File: config.mk
export PLATFORM = sky130hd
export DESIGN_NAME = decimal_text_to_float_parser_flat
export DESIGN_NICKNAME = d
export VERILOG_FILES = /design/src/dtfp_pkg.sv /design/src/dtfp_if.sv /design/src/decimal_text_to_float_parser.sv /design/src/dtfp_fpu.sv /design/src/dtfp_dpath.sv /design/src/dtfp_ctrl.sv /design/src/flat_wrapper.sv
export SDC_FILE = /design/constraint.sdc
export NUM_CORES = 2
export LEC_CHECK = 0
export ABC_AREA = 1
export BUFFER_PORTS_ARGS = -buffer_cell sky130_fd_sc_hd__buf_2
export CORE_MARGIN = 3
export CORE_UTILIZATION = 55
export DETAILED_ROUTE_END_ITERATION = 10
export GPL_TIMING_DRIVEN = 0
export PLACE_DENSITY_LB_ADDON = 0.2
export SYNTH_ARGS = -nofsm -noshare
export SYNTH_HDL_FRONTEND = slang
export SYNTH_HIERARCHICAL = 1
export SYNTH_SLANG_ARGS = --single-unit
File: constraint.sdc
create_clock -name clk_i -period 44 [get_ports clk_i]
set_input_delay 8.8 -clock clk_i [delete_from_list [all_inputs] [get_ports clk_i]]
set_output_delay 8.8 -clock clk_i [all_outputs]
set_load 0.03 [all_outputs]
File: src/dtfp_pkg.sv
// shared types, constants and float helpers for the decimal text parser
// no dependencies; imported by the interfaces and all modules
package dtfp_pkg;

  localparam int CHAR_W  = 8;
  localparam int VALUE_W = 32;
  localparam int COUNT_W = 7;

  localparam logic [31:0] SAFE_INT_LIMIT = 32'd429496719;
  localparam logic [34:0] EXP_LIMIT      = 35'd2147483647;

  localparam logic [31:0] FLT_INF  = 32'h7F80_0000;
  localparam logic [31:0] FLT_QNAN = 32'h7FC0_0000;
  localparam logic [31:0] FLT_TEN  = 32'h4120_0000;

  localparam int POW_NEG_MAX = 50;
  localparam int POW_POS_MAX = 38;
  localparam int POW_N       = POW_NEG_MAX + POW_POS_MAX + 1;
  localparam int POW_IW      = $clog2(POW_N);

  localparam logic [31:0] DIGIT_FLT [10] = '{
    32'h0000_0000, 32'h3F80_0000, 32'h4000_0000, 32'h4040_0000, 32'h4080_0000,
    32'h40A0_0000, 32'h40C0_0000, 32'h40E0_0000, 32'h4100_0000, 32'h4110_0000
  };

  // float unit operations
  localparam logic [1:0] FOP_I2F = 2'd0;
  localparam logic [1:0] FOP_MUL = 2'd1;
  localparam logic [1:0] FOP_ADD = 2'd2;

  // float micro-operations issued by the controller
  localparam logic [2:0] UOP_I2F   = 3'd0;
  localparam logic [2:0] UOP_MUL10 = 3'd1;
  localparam logic [2:0] UOP_ADDD  = 3'd2;
  localparam logic [2:0] UOP_MULSC = 3'd3;
  localparam logic [2:0] UOP_ADDIP = 3'd4;
  localparam logic [2:0] UOP_MULPW = 3'd5;

  typedef struct packed {
    logic       load_char;
    logic       count;
    logic       set_mneg;
    logic       int_step;
    logic       frac_inc;
    logic       exp_sign;
    logic       exp_digit;
    logic       fp_issue;
    logic       fp_write;
    logic [2:0] uop;
    logic       copy_ipart;
    logic       clear_acc;
    logic       load_out;
    logic       out_sel;
    logic       clear_all;
  } dtfp_cmd_t;

  typedef struct packed {
    logic is_digit;
    logic is_dot;
    logic is_e;
    logic is_minus;
    logic is_plus;
    logic fmode;
    logic int_small;
    logic facc_inf;
    logic exp_ovf;
  } dtfp_sts_t;

  // round m * 2^x (m nonzero) to nearest single, ties to even
  function automatic logic [31:0] pack_float(input logic [63:0] m, input int x);
    int          p;
    int          e;
    int          sh;
    logic [63:0] q;
    logic [63:0] rem;
    logic [63:0] half;
    logic [31:0] bits;
    p    = 0;
    q    = '0;
    rem  = '0;
    half = '0;
    for (int k = 0; k < 64; k++) begin
      if (m[k]) p = k;
    end
    e = p + x;
    if (e > 127) begin
      bits = FLT_INF;
    end else begin
      if (e < -126) e = -126;
      sh = e - 23 - x;
      if (sh <= 0) begin
        q = m << (-sh);
      end else if (sh > 64) begin
        q = '0;
      end else begin
        rem  = (sh == 64) ? m : (m & ((64'd1 << sh) - 64'd1));
        half = 64'd1 << (sh - 1);
        q    = (sh == 64) ? 64'd0 : (m >> sh);
        if (rem > half || (rem == half && q[0])) q = q + 64'd1;
      end
      bits = (32'(e + 126) << 23) + q[31:0];
      if (bits >= FLT_INF) bits = FLT_INF;
    end
    return bits;
  endfunction

  // correctly rounded single of 10^mag or 10^-mag, evaluated at elaboration
  function automatic logic [31:0] pow10_bits(input logic neg, input int mag);
    logic [127:0] d;
    logic [127:0] r;
    logic [63:0]  m;
    logic [63:0]  q;
    int           s;
    int           n;
    int           got;
    logic         bv;
    logic [31:0]  res;
    d   = 128'd1;
    r   = 128'd1;
    m   = '0;
    q   = '0;
    s   = 0;
    n   = 0;
    got = 0;
    bv  = 1'b0;
    res = '0;
    if (!neg && mag > POW_POS_MAX) begin
      res = FLT_INF;
    end else if (neg && mag > POW_NEG_MAX) begin
      res = '0;
    end else begin
      for (int i = 0; i < POW_NEG_MAX; i++) begin
        if (i < mag) d = d * 128'd5;
      end
      if (!neg) begin
        for (int k = 0; k < 64; k++) begin
          if (s == k && (d[127:64] >> k) != 64'd0) s = k + 1;
        end
        if (s == 0) begin
          m = d[63:0];
        end else begin
          m = 64'(d >> s);
          if ((d[63:0] & ((64'd1 << s) - 64'd1)) != 64'd0) m[0] = 1'b1;
        end
        res = pack_float(m, s + mag);
      end else begin
        for (int k = 0; k < 256; k++) begin
          if (got < 64) begin
            r  = r << 1;
            n  = n + 1;
            bv = (r >= d);
            if (bv) r = r - d;
            if (got > 0 || bv) begin
              q   = {q[62:0], bv};
              got = got + 1;
            end
          end
        end
        if (r != 128'd0) q[0] = 1'b1;
        res = pack_float(q, -n - mag);
      end
    end
    return res;
  endfunction

endpackage

File: src/dtfp_if.sv
// request channels of the decimal text parser: character in, parsed value out
// depends on dtfp_pkg
interface dtfp_in_if import dtfp_pkg::*; ();
  logic              valid;
  logic              ready;
  logic [CHAR_W-1:0] text_char;

  modport source (output valid, output text_char, input ready);
  modport sink   (input valid, input text_char, output ready);
endinterface

interface dtfp_out_if import dtfp_pkg::*; ();
  logic               valid;
  logic               ready;
  logic [VALUE_W-1:0] value_bits;
  logic [COUNT_W-1:0] consumed_count;
  logic [CHAR_W-1:0]  stop_char;

  modport source (output valid, output value_bits, output consumed_count,
                  output stop_char, input ready);
  modport sink   (input valid, input value_bits, input consumed_count,
                  input stop_char, output ready);
endinterface

File: src/decimal_text_to_float_parser.sv
// top level of the decimal text to single-precision parser
// depends on dtfp_pkg, dtfp_if, dtfp_fpu, dtfp_dpath and dtfp_ctrl
//
//   channel  dir  payload                                      request moves
//   in_i     in   text_char[7:0]                               one character
//   out_o    out  value_bits[31:0] consumed_count[6:0] stop_char[7:0]  one number
//
// a character that only updates integer, exponent or counter state is just decoded;
// one needing float ops runs them in turn on the shared two-stage unit, then finishes;
// at most three ops (float digit with conversion: convert, times ten, add digit)
// reset clears the parse state and the output valid; no clearing pass
// a finished number waits in the output register while the next characters are taken;
// only a second finished number stalls until the first request is taken
module decimal_text_to_float_parser import dtfp_pkg::*; #(
  parameter int MAX_LEN         = 64,
  parameter int FRAC_TABLE_SIZE = 17
) (
  input  logic          clk_i,
  input  logic          rst_ni,
  dtfp_in_if.sink       in_i,
  dtfp_out_if.source    out_o
);

  dtfp_cmd_t cmd;
  dtfp_sts_t sts;

  dtfp_ctrl u_ctrl (
    .clk_i       (clk_i),
    .rst_ni      (rst_ni),
    .in_valid_i  (in_i.valid),
    .in_ready_o  (in_i.ready),
    .out_valid_o (out_o.valid),
    .out_ready_i (out_o.ready),
    .sts_i       (sts),
    .cmd_o       (cmd)
  );

  dtfp_dpath #(
    .MAX_LEN         (MAX_LEN),
    .FRAC_TABLE_SIZE (FRAC_TABLE_SIZE)
  ) u_dpath (
    .clk_i   (clk_i),
    .rst_ni  (rst_ni),
    .cmd_i   (cmd),
    .char_i  (in_i.text_char),
    .sts_o   (sts),
    .value_o (out_o.value_bits),
    .count_o (out_o.consumed_count),
    .stop_o  (out_o.stop_char)
  );

endmodule

File: src/dtfp_fpu.sv
// two-stage single-precision unit for non-negative operands: mul, add, u32 to float
// stage one forms the exact product or aligned sum, stage two rounds; uses dtfp_pkg
module dtfp_fpu import dtfp_pkg::*; (
  input  logic        clk_i,
  input  logic        rst_ni,
  input  logic        issue_i,
  input  logic [1:0]  op_i,
  input  logic [31:0] a_i,
  input  logic [31:0] b_i,
  output logic [31:0] res_o
);

  localparam int M_W = 51;

  localparam logic [1:0] SP_NONE = 2'd0;
  localparam logic [1:0] SP_INF  = 2'd1;
  localparam logic [1:0] SP_NAN  = 2'd2;

  logic [7:0]  ea, eb, eab, ebb;
  logic [22:0] fa, fb;
  logic [23:0] ma, mb;
  logic        a_inf, b_inf, a_nan, b_nan, a_zero, b_zero;
  logic signed [9:0] eua, eub;

  logic        a_big;
  logic [23:0] mbg, msm;
  logic signed [9:0] eubg;
  logic [7:0]  dd;
  logic [5:0]  dd_c;
  logic [63:0] wide, shifted;
  logic        lost;

  logic [M_W-1:0]    m_d, m_q;
  logic signed [9:0] x_d, x_q;
  logic [1:0]        sp_d, sp_q;

  always_comb begin
    ea     = a_i[30:23];
    eb     = b_i[30:23];
    fa     = a_i[22:0];
    fb     = b_i[22:0];
    eab    = (ea == 8'd0) ? 8'd1 : ea;
    ebb    = (eb == 8'd0) ? 8'd1 : eb;
    ma     = {ea != 8'd0, fa};
    mb     = {eb != 8'd0, fb};
    a_inf  = (ea == 8'hFF) && (fa == 23'd0);
    b_inf  = (eb == 8'hFF) && (fb == 23'd0);
    a_nan  = (ea == 8'hFF) && (fa != 23'd0);
    b_nan  = (eb == 8'hFF) && (fb != 23'd0);
    a_zero = (ea == 8'd0) && (fa == 23'd0);
    b_zero = (eb == 8'd0) && (fb == 23'd0);
    eua    = $signed({2'b00, eab}) - 10'sd127;
    eub    = $signed({2'b00, ebb}) - 10'sd127;

    // alignment for the adder, larger exponent kept whole
    a_big   = (eab >= ebb);
    mbg     = a_big ? ma : mb;
    msm     = a_big ? mb : ma;
    eubg    = a_big ? eua : eub;
    dd      = a_big ? (eab - ebb) : (ebb - eab);
    dd_c    = (dd > 8'd63) ? 6'd63 : dd[5:0];
    wide    = 64'({msm, 26'd0});
    shifted = wide >> dd_c;
    lost    = ((shifted << dd_c) != wide);

    m_d  = '0;
    x_d  = '0;
    sp_d = SP_NONE;
    case (op_i)
      FOP_MUL: begin
        m_d = M_W'(ma * mb);
        x_d = eua + eub - 10'sd46;
        if (a_nan || b_nan || (a_inf && b_zero) || (a_zero && b_inf)) begin
          sp_d = SP_NAN;
        end else if (a_inf || b_inf) begin
          sp_d = SP_INF;
        end
      end
      FOP_ADD: begin
        m_d = M_W'({mbg, 26'd0}) + (M_W'(shifted[M_W-1:0]) | M_W'(lost));
        x_d = eubg - 10'sd49;
        if (a_nan || b_nan) begin
          sp_d = SP_NAN;
        end else if (a_inf || b_inf) begin
          sp_d = SP_INF;
        end
      end
      FOP_I2F: begin
        m_d = M_W'(a_i);
        x_d = '0;
      end
      default: begin
        m_d  = '0;
        sp_d = SP_NONE;
      end
    endcase
  end

  always_ff @(posedge clk_i or negedge rst_ni) begin
    if (!rst_ni) begin
      sp_q <= SP_NONE;
    end else if (issue_i) begin
      sp_q <= sp_d;
    end
  end

  always_ff @(posedge clk_i) begin
    if (issue_i) begin
      m_q <= m_d;
      x_q <= x_d;
    end
  end

  always_comb begin
    case (sp_q)
      SP_NAN:  res_o = FLT_QNAN;
      SP_INF:  res_o = FLT_INF;
      default: res_o = (m_q == '0) ? 32'd0 : pack_float(64'(m_q), int'(x_q));
    endcase
  end

endmodule

File: src/dtfp_dpath.sv
// datapath of the parser: accumulators, exponent, counters, tables and the float unit
// driven by dtfp_ctrl commands; uses dtfp_pkg and dtfp_fpu
module dtfp_dpath import dtfp_pkg::*; #(
  parameter int MAX_LEN         = 64,
  parameter int FRAC_TABLE_SIZE = 17
) (
  input  logic               clk_i,
  input  logic               rst_ni,
  input  dtfp_cmd_t          cmd_i,
  input  logic [CHAR_W-1:0]  char_i,
  output dtfp_sts_t          sts_o,
  output logic [VALUE_W-1:0] value_o,
  output logic [COUNT_W-1:0] count_o,
  output logic [CHAR_W-1:0]  stop_o
);

  localparam int CNT_W = $clog2(MAX_LEN + 1);
  localparam int FCW   = $clog2(FRAC_TABLE_SIZE);

  logic [31:0] frac_tab [FRAC_TABLE_SIZE];
  logic [31:0] pow_tab  [POW_N];

  for (genvar g = 0; g < FRAC_TABLE_SIZE; g++) begin : g_frac
    localparam logic [31:0] FV = (g == 0) ? 32'd0 : pow10_bits(1'b1, g);
    assign frac_tab[g] = FV;
  end

  for (genvar g = 0; g < POW_N; g++) begin : g_pow
    localparam logic [31:0] PV = (g < POW_NEG_MAX) ? pow10_bits(1'b1, POW_NEG_MAX - g)
                                                   : pow10_bits(1'b0, g - POW_NEG_MAX);
    assign pow_tab[g] = PV;
  end

  logic [CHAR_W-1:0] char_q;
  logic [31:0]       int_q, facc_q, ipart_q;
  logic              fmode_q, mneg_q, eneg_q;
  logic [FCW-1:0]    fcnt_q;
  logic [30:0]       emag_q;
  logic [CNT_W-1:0]  cnt_q;
  logic [VALUE_W-1:0] out_val_q;
  logic [COUNT_W-1:0] out_cnt_q;
  logic [CHAR_W-1:0]  out_chr_q;

  logic [3:0]        dig;
  logic [34:0]       exp_t;
  logic [POW_IW-1:0] pidx;
  logic [31:0]       pow_val;
  logic [1:0]        fop;
  logic [31:0]       fa, fb, fres;
  logic [31:0]       osrc, obits;

  assign dig   = char_q[3:0];
  assign exp_t = ({4'd0, emag_q} << 3) + ({4'd0, emag_q} << 1) + 35'(dig);

  always_comb begin
    sts_o.is_digit  = (char_q >= "0") && (char_q <= "9");
    sts_o.is_dot    = (char_q == ".");
    sts_o.is_e      = (char_q == "e") || (char_q == "E");
    sts_o.is_minus  = (char_q == "-");
    sts_o.is_plus   = (char_q == "+");
    sts_o.fmode     = fmode_q;
    sts_o.int_small = (int_q < SAFE_INT_LIMIT);
    sts_o.facc_inf  = (facc_q == FLT_INF);
    sts_o.exp_ovf   = (exp_t > EXP_LIMIT);
  end

  always_comb begin
    pidx = eneg_q ? (POW_IW'(POW_NEG_MAX) - POW_IW'(emag_q[5:0]))
                  : (POW_IW'(POW_NEG_MAX) + POW_IW'(emag_q[5:0]));
    if (!eneg_q && emag_q > 31'(POW_POS_MAX)) begin
      pow_val = FLT_INF;
    end else if (eneg_q && emag_q > 31'(POW_NEG_MAX)) begin
      pow_val = 32'd0;
    end else begin
      pow_val = pow_tab[pidx];
    end
  end

  always_comb begin
    case (cmd_i.uop)
      UOP_I2F:   begin fop = FOP_I2F; fa = int_q;   fb = 32'd0;            end
      UOP_MUL10: begin fop = FOP_MUL; fa = facc_q;  fb = FLT_TEN;          end
      UOP_ADDD:  begin fop = FOP_ADD; fa = facc_q;  fb = DIGIT_FLT[dig];   end
      UOP_MULSC: begin fop = FOP_MUL; fa = facc_q;  fb = frac_tab[fcnt_q]; end
      UOP_ADDIP: begin fop = FOP_ADD; fa = ipart_q; fb = facc_q;           end
      UOP_MULPW: begin fop = FOP_MUL; fa = ipart_q; fb = pow_val;          end
      default:   begin fop = FOP_I2F; fa = 32'd0;   fb = 32'd0;            end
    endcase
  end

  dtfp_fpu u_fpu (
    .clk_i   (clk_i),
    .rst_ni  (rst_ni),
    .issue_i (cmd_i.fp_issue),
    .op_i    (fop),
    .a_i     (fa),
    .b_i     (fb),
    .res_o   (fres)
  );

  // sign applied last, any nan folded to the quiet pattern
  always_comb begin
    osrc  = cmd_i.out_sel ? ipart_q : facc_q;
    obits = osrc ^ {mneg_q, 31'd0};
    if (obits[30:23] == 8'hFF && obits[22:0] != 23'd0) obits = FLT_QNAN;
  end

  always_ff @(posedge clk_i or negedge rst_ni) begin
    if (!rst_ni) begin
      int_q   <= '0;
      facc_q  <= '0;
      fmode_q <= 1'b0;
      ipart_q <= '0;
      fcnt_q  <= '0;
      eneg_q  <= 1'b0;
      emag_q  <= '0;
      cnt_q   <= '0;
      mneg_q  <= 1'b0;
    end else if (cmd_i.clear_all) begin
      int_q   <= '0;
      facc_q  <= '0;
      fmode_q <= 1'b0;
      ipart_q <= '0;
      fcnt_q  <= '0;
      eneg_q  <= 1'b0;
      emag_q  <= '0;
      cnt_q   <= '0;
      mneg_q  <= 1'b0;
    end else begin
      if (cmd_i.count && cnt_q < CNT_W'(MAX_LEN)) cnt_q <= cnt_q + 1'b1;
      if (cmd_i.set_mneg) mneg_q <= 1'b1;
      if (cmd_i.int_step) int_q <= (int_q << 3) + (int_q << 1) + 32'(dig);
      if (cmd_i.frac_inc && fcnt_q < FCW'(FRAC_TABLE_SIZE - 1)) fcnt_q <= fcnt_q + 1'b1;
      if (cmd_i.exp_sign) eneg_q <= sts_o.is_minus;
      if (cmd_i.exp_digit) emag_q <= sts_o.exp_ovf ? EXP_LIMIT[30:0] : exp_t[30:0];
      if (cmd_i.fp_write) begin
        case (cmd_i.uop)
          UOP_I2F: begin
            facc_q  <= fres;
            fmode_q <= 1'b1;
          end
          UOP_ADDIP, UOP_MULPW: ipart_q <= fres;
          default: facc_q <= fres;
        endcase
      end
      if (cmd_i.copy_ipart) ipart_q <= facc_q;
      if (cmd_i.clear_acc) begin
        int_q   <= '0;
        facc_q  <= '0;
        fmode_q <= 1'b0;
      end
    end
  end

  always_ff @(posedge clk_i) begin
    if (cmd_i.load_char) char_q <= char_i;
    if (cmd_i.load_out) begin
      out_val_q <= obits;
      out_cnt_q <= COUNT_W'(cnt_q);
      out_chr_q <= char_q;
    end
  end

  assign value_o = out_val_q;
  assign count_o = out_cnt_q;
  assign stop_o  = out_chr_q;

endmodule

File: src/dtfp_ctrl.sv
// controller of the parser: parse phase, decode of each character, float op sequencing
// commands dtfp_dpath through dtfp_cmd_t; uses dtfp_pkg
module dtfp_ctrl import dtfp_pkg::*; (
  input  logic      clk_i,
  input  logic      rst_ni,
  input  logic      in_valid_i,
  output logic      in_ready_o,
  output logic      out_valid_o,
  input  logic      out_ready_i,
  input  dtfp_sts_t sts_i,
  output dtfp_cmd_t cmd_o
);

  localparam logic [1:0] S_IDLE = 2'd0;
  localparam logic [1:0] S_DEC  = 2'd1;
  localparam logic [1:0] S_FP   = 2'd2;
  localparam logic [1:0] S_FIN  = 2'd3;

  localparam logic [2:0] PH_START     = 3'd0;
  localparam logic [2:0] PH_INT       = 3'd1;
  localparam logic [2:0] PH_INT_DONE  = 3'd2;
  localparam logic [2:0] PH_FRAC      = 3'd3;
  localparam logic [2:0] PH_FRAC_DONE = 3'd4;
  localparam logic [2:0] PH_EXP_SIGN  = 3'd5;
  localparam logic [2:0] PH_EXP_DIG   = 3'd6;
  localparam logic [2:0] PH_EXP_DONE  = 3'd7;

  localparam logic [2:0] P_NONE     = 3'd0;
  localparam logic [2:0] P_DIGIT    = 3'd1;
  localparam logic [2:0] P_IPART    = 3'd2;
  localparam logic [2:0] P_EMIT_ACC = 3'd3;
  localparam logic [2:0] P_FRAC_IP  = 3'd4;
  localparam logic [2:0] P_EMIT_FR  = 3'd5;
  localparam logic [2:0] P_EMIT_EXP = 3'd6;

  logic [1:0] state_q, state_d;
  logic [2:0] phase_q, phase_d;
  logic [2:0] plan_q, plan_d;
  logic [2:0] uop_q, uop_d;
  logic       wt_q, wt_d;
  logic       ov_q, ov_d;
  logic [2:0] ph;
  logic [2:0] pl;
  logic       emit;

  assign in_ready_o  = (state_q == S_IDLE);
  assign out_valid_o = ov_q;

  always_comb begin
    cmd_o    = '0;
    cmd_o.uop = uop_q;
    state_d  = state_q;
    phase_d  = phase_q;
    plan_d   = plan_q;
    uop_d    = uop_q;
    wt_d     = wt_q;
    ph       = (phase_q == PH_START) ? PH_INT : phase_q;
    pl       = P_NONE;
    emit     = (plan_q == P_EMIT_ACC) || (plan_q == P_EMIT_FR) || (plan_q == P_EMIT_EXP);

    case (state_q)
      S_IDLE: begin
        cmd_o.load_char = in_valid_i;
        if (in_valid_i) state_d = S_DEC;
      end

      S_DEC: begin
        phase_d = ph;
        if (phase_q == PH_START && sts_i.is_minus) begin
          cmd_o.count    = 1'b1;
          cmd_o.set_mneg = 1'b1;
        end else begin
          case (ph)
            PH_INT, PH_INT_DONE: begin
              if (ph == PH_INT && sts_i.is_digit) begin
                cmd_o.count = 1'b1;
                if (!sts_i.fmode && sts_i.int_small) cmd_o.int_step = 1'b1;
                else pl = P_DIGIT;
              end else if (sts_i.is_dot || sts_i.is_e) begin
                cmd_o.count = 1'b1;
                phase_d     = sts_i.is_dot ? PH_FRAC : PH_EXP_SIGN;
                pl          = P_IPART;
              end else begin
                pl = P_EMIT_ACC;
              end
            end
            PH_FRAC, PH_FRAC_DONE: begin
              if (ph == PH_FRAC && sts_i.is_digit) begin
                cmd_o.count    = 1'b1;
                cmd_o.frac_inc = 1'b1;
                if (!sts_i.fmode && sts_i.int_small) cmd_o.int_step = 1'b1;
                else pl = P_DIGIT;
              end else if (sts_i.is_e) begin
                cmd_o.count = 1'b1;
                phase_d     = PH_EXP_SIGN;
                pl          = P_FRAC_IP;
              end else begin
                pl = P_EMIT_FR;
              end
            end
            PH_EXP_SIGN, PH_EXP_DIG: begin
              if (ph == PH_EXP_SIGN && (sts_i.is_minus || sts_i.is_plus)) begin
                cmd_o.count    = 1'b1;
                cmd_o.exp_sign = 1'b1;
                phase_d        = PH_EXP_DIG;
              end else if (sts_i.is_digit) begin
                cmd_o.count     = 1'b1;
                cmd_o.exp_digit = 1'b1;
                phase_d         = sts_i.exp_ovf ? PH_EXP_DONE : PH_EXP_DIG;
              end else begin
                pl = P_EMIT_EXP;
              end
            end
            default: pl = P_EMIT_EXP;
          endcase
        end
        plan_d = pl;
        wt_d   = 1'b0;
        if (pl == P_NONE) begin
          state_d = S_IDLE;
        end else if (pl == P_EMIT_EXP) begin
          uop_d   = UOP_MULPW;
          state_d = S_FP;
        end else if (!sts_i.fmode) begin
          uop_d   = UOP_I2F;
          state_d = S_FP;
        end else if (pl == P_DIGIT) begin
          uop_d   = UOP_MUL10;
          state_d = S_FP;
        end else if (pl == P_FRAC_IP || pl == P_EMIT_FR) begin
          uop_d   = UOP_MULSC;
          state_d = S_FP;
        end else begin
          state_d = S_FIN;
        end
      end

      S_FP: begin
        if (!wt_q) begin
          cmd_o.fp_issue = 1'b1;
          wt_d           = 1'b1;
        end else begin
          cmd_o.fp_write = 1'b1;
          wt_d           = 1'b0;
          state_d        = S_FIN;
          case (uop_q)
            UOP_I2F: begin
              if (plan_q == P_DIGIT) begin
                uop_d   = UOP_MUL10;
                state_d = S_FP;
              end else if (plan_q == P_FRAC_IP || plan_q == P_EMIT_FR) begin
                uop_d   = UOP_MULSC;
                state_d = S_FP;
              end
            end
            UOP_MUL10: begin
              uop_d   = UOP_ADDD;
              state_d = S_FP;
            end
            UOP_MULSC: begin
              uop_d   = UOP_ADDIP;
              state_d = S_FP;
            end
            default: state_d = S_FIN;
          endcase
        end
      end

      S_FIN: begin
        if (emit) begin
          // wait for the output register to drain
          if (!ov_q || out_ready_i) begin
            cmd_o.load_out  = 1'b1;
            cmd_o.out_sel   = (plan_q != P_EMIT_ACC);
            cmd_o.clear_all = 1'b1;
            phase_d         = PH_START;
            state_d         = S_IDLE;
          end
        end else begin
          state_d = S_IDLE;
          if (plan_q == P_DIGIT && sts_i.facc_inf) begin
            phase_d = (phase_q == PH_FRAC) ? PH_FRAC_DONE : PH_INT_DONE;
          end
          if (plan_q == P_IPART) begin
            cmd_o.copy_ipart = 1'b1;
            cmd_o.clear_acc  = 1'b1;
          end
        end
      end

      default: state_d = S_IDLE;
    endcase

    ov_d = (ov_q && !out_ready_i) || cmd_o.load_out;
  end

  always_ff @(posedge clk_i or negedge rst_ni) begin
    if (!rst_ni) begin
      state_q <= S_IDLE;
      phase_q <= PH_START;
      plan_q  <= P_NONE;
      uop_q   <= UOP_I2F;
      wt_q    <= 1'b0;
      ov_q    <= 1'b0;
    end else begin
      state_q <= state_d;
      phase_q <= phase_d;
      plan_q  <= plan_d;
      uop_q   <= uop_d;
      wt_q    <= wt_d;
      ov_q    <= ov_d;
    end
  end

  a_write_after_issue: assert property (@(posedge clk_i) disable iff (!rst_ni)
    cmd_o.fp_write |-> $past(cmd_o.fp_issue))
    else $error("float write without a preceding issue");

  a_idle_no_float: assert property (@(posedge clk_i) disable iff (!rst_ni)
    in_ready_o |-> !cmd_o.fp_issue && !cmd_o.fp_write)
    else $error("float unit busy while taking a character");

  a_no_overwrite: assert property (@(posedge clk_i) disable iff (!rst_ni)
    cmd_o.load_out |-> (!ov_q || out_ready_i))
    else $error("pending result overwritten");

  a_accept_decodes: assert property (@(posedge clk_i) disable iff (!rst_ni)
    (in_valid_i && in_ready_o) |=> (state_q == S_DEC))
    else $error("accepted character not decoded");

endmodule
File: src/flat_wrapper.sv
// flat-port wrapper written by rule: the top's interface ports become plain ports
module decimal_text_to_float_parser_flat import dtfp_pkg::*;
#(
  parameter int MAX_LEN         = 64,
  parameter int FRAC_TABLE_SIZE = 17
)
  (clk_i, rst_ni, in_i_valid, in_i_text_char, in_i_ready, out_o_valid, out_o_value_bits, out_o_consumed_count, out_o_stop_char, out_o_ready);
  dtfp_in_if in_i_i ();
  dtfp_out_if out_o_i ();
  input  logic clk_i;
  input  logic rst_ni;
  input wire logic [$bits(in_i_i.valid)-1:0] in_i_valid;
  input wire logic [$bits(in_i_i.text_char)-1:0] in_i_text_char;
  output wire logic [$bits(in_i_i.ready)-1:0] in_i_ready;
  output wire logic [$bits(out_o_i.valid)-1:0] out_o_valid;
  output wire logic [$bits(out_o_i.value_bits)-1:0] out_o_value_bits;
  output wire logic [$bits(out_o_i.consumed_count)-1:0] out_o_consumed_count;
  output wire logic [$bits(out_o_i.stop_char)-1:0] out_o_stop_char;
  input wire logic [$bits(out_o_i.ready)-1:0] out_o_ready;
  assign in_i_i.valid = in_i_valid;
  assign in_i_i.text_char = in_i_text_char;
  assign in_i_ready = in_i_i.ready;
  assign out_o_valid = out_o_i.valid;
  assign out_o_value_bits = out_o_i.value_bits;
  assign out_o_consumed_count = out_o_i.consumed_count;
  assign out_o_stop_char = out_o_i.stop_char;
  assign out_o_i.ready = out_o_ready;
  decimal_text_to_float_parser #(.MAX_LEN(MAX_LEN), .FRAC_TABLE_SIZE(FRAC_TABLE_SIZE)) u_core (.clk_i(clk_i), .rst_ni(rst_ni), .in_i(in_i_i), .out_o(out_o_i));
endmodule
== Word-level counts from Yosys, hierarchy flattened ==
Memory sizes are Yosys's and may differ from the RTL's.
Cells that the tools add are included.
Storage, ports and cells
  flip-flop bits (word level): 273
  bits in latches: 0
  bits in writable memories: 0
  bits in read-only memories: 5632
  input bits: 12
  word-level logic and storage cells: 410
  memories: 3
Memories
  (no name shown): depth 128, width 32, rd ports 1, clocked after Yosys merged registers in 0, wr ports 0, line dtfp_dpath.sv:75  | pow_val = pow_tab[pidx];
  (no name shown): depth 32, width 32, rd ports 1, clocked after Yosys merged registers in 0, wr ports 0, line dtfp_dpath.sv:84  | UOP_MULSC: begin fop = FOP_MUL; fa = facc_q; fb = frac_tab[fcnt_q]; end
  (no name shown): depth 16, width 32, rd ports 1, clocked after Yosys merged registers in 0, wr ports 0, line dtfp_dpath.sv:83  | UOP_ADDD: begin fop = FOP_ADD; fa = facc_q; fb = DIGIT_FLT[dig]; end
Cells by class
  $add $sub $neg: 25
  multipliers: 1
  div/mod/pow operators: 0
  order comparisons: 19
  equality and inequality tests: 51
  shift operators: 6
  multiplexer cells: 195
  bitwise operators: 6
  reductions and logical operators: 82
Operator list (count)
  32-bit 2-to-1 mux: 25
  31-bit 2-to-1 mux: 11
  31-bit case mux with 5 select lines: 1
  51-bit case mux with 3 select lines: 1
  1-bit by 32-bit left shift with 64-bit output, first input constant: 2
  6-bit 2-to-1 mux: 21
  3-bit 2-to-1 mux: 33
  32-bit case mux with 3 select lines: 1
  5-bit 2-to-1 mux: 19
  23-bit nonzero test: 3
  32-bit adder: 2
  51-bit by 64-bit AND with 64-bit output: 1
  64-bit == test: 1
  32-bit by 8-bit greater-than comparator with 1-bit output, second input constant: 2
  64-bit greater-than comparator: 1
  64-bit 2-to-1 mux: 1
  64-bit by 50-bit inequality test with 1-bit output: 1
  32-bit case mux with 2 select lines: 1
  64-bit by 6-bit left shift with 64-bit output: 1
  50-bit by 6-bit right shift with 64-bit output: 1
  64-bit by 1-bit subtractor with 64-bit output, second input constant: 1
  31-bit by 6-bit greater-than comparator with 1-bit output, second input constant: 2
  50-bit by 51-bit adder with 51-bit output: 1
  51-bit zero test: 1
  other kinds (85): 251

== Logic depth before layout (Yosys ltp) ==
  word-level depth: 80
  gate-level depth with buffers: 138

== Modules after synthesis ==
Netlist, hierarchy kept.
By module, submodules not included
  dtfp_fpu: times used 1, cells an instance 8136, area an instance 47838.4 um^2, seq. area each 1881.8 um^2
  dtfp_dpath: times used 1, cells an instance 2945, area an instance 18956.9 um^2, seq. area each 5205.0 um^2
  dtfp_ctrl: times used 1, cells an instance 206, area an instance 1248.7 um^2, seq. area each 325.3 um^2

== Least setup slack after synthesis ==
No wires, ideal clock.
  kind: register to register
  start point: reg u_core.u_dpath.u_fpu.m_q[2]
  end point: reg u_core.u_dpath.ipart_q[10]
  library setup time: 0.138 ns
  arrival time: 14.710 ns
  path slack: 29.152 ns
  stages on the path, launching flop included: 130
  buffers on the path: 5
  clock period less this slack: 14.848 ns
  cells stage by stage: edfxtp_1 -> o21ai_0 -> a21oi_1 -> o21ai_0 -> a21oi_1 -> o21ai_0 -> a21oi_1 -> o21ai_0 -> a21oi_1 -> o21ai_0 -> a21oi_1 -> o21ai_0 -> a21oi_1 -> o21ai_0 -> nand2_1 -> nand2_1 -> a21oi_1 -> nor2_1 -> [94 not listed] -> nand2_1 -> nor2_2 -> nand4_1 -> o21ai_1 -> a21oi_1 -> or2_1 -> ha_1 -> inv_1 -> nor3_1 -> a211oi_1 -> nand3_2 -> nand2_4 -> clkinv_8 -> nand2_4 -> buf_12 -> nor2_4 -> o21ai_0 -> o22ai_1
On the way
  cells in the longest elaborated chain, start to end: 79
Ends and longest elaborated chain
  start: declaration: line dtfp_fpu.sv:33  | logic [M_W-1:0] m_d, m_q;
  start signal: assignment: line dtfp_fpu.sv:109  | m_q <= m_d;
  branches (longest 73 deep; another with 4-bit 2-to-1 mux)
  32-bit 2-to-1 mux (*): line dtfp_fpu.sv:118  | default: res_o = (m_q == '0) ? 32'd0 : pack_float(64'(m_q), int'(x_q));
  32-bit case mux with 2 select lines (*): line dtfp_fpu.sv:115  | case (sp_q)
  via u_core.u_dpath.fres[10]: line dtfp_dpath.sv:49  | logic [31:0] fa, fb, fres;
  32-bit 2-to-1 mux (*): line dtfp_dpath.sv:137  | case (cmd_i.uop)
  32-bit 2-to-1 mux (*): line dtfp_dpath.sv:136  | if (cmd_i.fp_write) begin
  32-bit 2-to-1 mux (*): line dtfp_dpath.sv:146  | if (cmd_i.copy_ipart) ipart_q <= facc_q;
  32-bit 2-to-1 mux (*): line dtfp_dpath.sv:119  | end else if (cmd_i.clear_all) begin
  end signal: assignment: line dtfp_dpath.sv:142  | UOP_ADDIP, UOP_MULPW: ipart_q <= fres;
  end signal: assignment: line dtfp_dpath.sv:146
  end: declaration: line dtfp_dpath.sv:35  | logic [31:0] int_q, facc_q, ipart_q;
Mark *: on every way through the listed nets, which the timed path passes. The select of a mux whose other input is x is not followed.
A chain may end at the register's enable or synchronous reset.

== Worst setup path after layout ==
  start point: reg u_core.u_dpath.u_fpu.m_q[2]
  end point: reg u_core.u_dpath.ipart_q[0]
The elaborated chain is that of the path after synthesis.

==> results.md <==
- Area of the multi-input gates: 51,100 µm²
- Synth warn: 6
- Final HPWL DP: 259 mm
- Synth Area per Inst: 6.03 µm²
- Maximum fanout along the worst path: 10
- Reg clk slew, reported paths: roughly 0.07 ns
- Crit path launch type: flip-flop
- Crit path DAT: 21.34 ns
- Failing checks: DRC, capacitance limit, slew limit
- CTS tree: done
- IO Port Bufs: 60
- Fin crit period: 20.86 ns
- Die Ht: 358 µm
- Final Skew: 0.0289 ns
- Worst Path Required: 44.49 ns
- Initial drt markers: 11.9k
- CP max stage delay: 0.61 ns
- Fill count: 12.1k
- Post-cts sizing count: 0
- Mapped cell area: 68,000 µm²
- Area of the core: 122,000 µm²
- CP Buf/Inv Count: 18
- Top Family by Delay on Critical Path: simple AND/OR/NAND/NOR gates
- Final hold slack: 0.473 ns
- Initial antenna violation count: 28
- Worst slew pin tran: 1.73 ns
- Largest net degree at the start of global routing: between 100 and 150
- Final hold viol count: 0
- Max_cap viols: 6
- Share of layout cells above drive strength 1: 0.0460
- Status: complete, but fails checks
- Layout Cells excl Fill: ~13k
- Syn_nets: 12.3k
- I/O pins: 61
- # DRC: 3
- H-Tree Depth: 2
- First-pass GRT wire length: ~470 mm
- Hold buffers post-CTS: 0
- Layout area overhead: 5.32%
- Vias in the first global route: roughly 77k
- Slowest CP cell: nor2_1
- Die area: 128,000 µm²
- Kind of critical path: flip-flop to flip-flop
- GR Util All Layers: 0.486
- CTS max path bufs: 3
- Register area: roughly 7400 µm²
- TritonRoute pass-1 iters: 11
- Placed Cells: 13.0k
- Standard-cell row count: 128
- Remaining antenna violation count: 0
- CP Capture Type: flip-flop
- Routed vias/inst: 6.28
- Vias: approximately 80k
- Global route overflow: 0
- Routed WL per cell: approximately 25 µm
- CTS sink count: 273
- Post-route setup TNS: 0 ns
- Initial Util: 0.556
- Fin crit share: 0.474
- Critical Path Most Common Cell: nand2_1
- Max frequency: 47.9 MHz
- Root Buffer: clkbuf_16
- Layout Nets: about 12k
- RSZ-0062 raised after global routing: false
- Worst-Skew Late Latency: 0.59 ns
- Postcts setup bufs: 0
- RD Place Congestion: 1.18
- Count of pins over their slew limit: 61
- Final setup viols: 0
- TritonCTS Buffers: 34
- Worst min path class: flip-flop to flip-flop
- Detailed Route WL: 321 mm
- Syn Inst Count: about 11k
- Die W: ~360 µm
- Relative slew slack: -0.151
-- per-stage QoR --
stage          utilization  instance area (µm²)  setup WS (ns)
6_report             0.586                71700          23.14
5_1_grt              0.585                71600          22.01
4_1_cts              0.585                71600          24.10
3_5_place_dp         0.575                70400          24.19
3_3_place_gp         0.575                70400          24.54
2_1_floorplan            -                68000          29.15
-- layout by cell type, fill, tap and decap left out, drive strengths merged, types with 115 or more instances in the layout --
cell type     n
a21oi       440
buf         266
clkbuf      386
dfrtp       157
edfxtp      116
fa          492
ha          515
inv        1818
nand2      3727
nand3      1008
nand4       214
nor2        909
o21ai       651
o22ai       115
-- registers in the layout, indices dropped and copies added (netlist names), 5 cells and up, named ones only --
register,flops
u_core/u_dpath/ipart_q,32
u_core/u_dpath/facc_q,32
u_core/u_dpath/count_o,7
u_core/u_dpath/int_q,32
u_core/u_dpath/cnt_q,7
u_core/u_dpath/u_fpu/m_q,51
u_core/u_dpath/value_o,32
u_core/u_dpath/stop_o,8
u_core/u_dpath/fcnt_q,5
u_core/u_dpath/char_q,8
u_core/u_dpath/u_fpu/x_q,10
u_core/u_dpath/emag_q,31
-- worst reg2reg max path: cells and delay by family, from the launching register on --
family	cells	cell delay, ns
flip-flops	1	0.56
adder cells (fa/ha/maj)	7	2.51
AND/OR/NAND/NOR	59	9.31
buffers and inverters	18	3.84
AO/OA/AOI/OAI	26	4.32
XOR/XNOR	1	0.19
-- path summary, 6_finish.rpt --
check / start / end / slack [ns] / cells after the start
worst max register to register: u_core/u_dpath/u_fpu/m_q[2] / u_core/u_dpath/ipart_q[0] / 23.14 / 111
worst min register to register: u_core/u_dpath/cnt_q[6] / u_core/u_dpath/count_o[6] / 0.47 / 0
worst max-delay path: u_core/u_dpath/u_fpu/m_q[2] / u_core/u_dpath/ipart_q[0] / 23.14 / 111
min in group asynchronous: rst_ni / u_core/u_dpath/emag_q[25] / 8.12 / 1
worst min-delay path: u_core/u_dpath/cnt_q[6] / u_core/u_dpath/count_o[6] / 0.47 / 0
max in group asynchronous: rst_ni / u_core/u_dpath/int_q[24] / 34.94 / 2
-- final cells by class --
type                            count  area share
Buffer                            555      0.0362
Antenna cell                       26    0.000908
Clock buffer                       36      0.0121
Clock inverter                     25     0.00428
Multi-Input combinational cell   8616       0.713
Sequential cell                   273       0.103
Timing Repair Buffer               61     0.00471
Inverter                         1841      0.0967
Tap cell                         1625      0.0284
-- routing by layer --
| layer | vias to the layer above | wire length [µm] | track usage |
|---|---|---|---|
| li1 | 36100 | - | - |
| met4 | 24 | 30600 | 0.362 |
| met5 | - | 195 | 0.00415 |
| met2 | 6385 | 131000 | 0.717 |
| met1 | 37700 | 113000 | 0.588 |
| met3 | 1763 | 45700 | 0.161 |
Power is left out: the tool's default activity adds up to more than one toggle a clock period on the data nets, which glitch-free logic cannot reach.
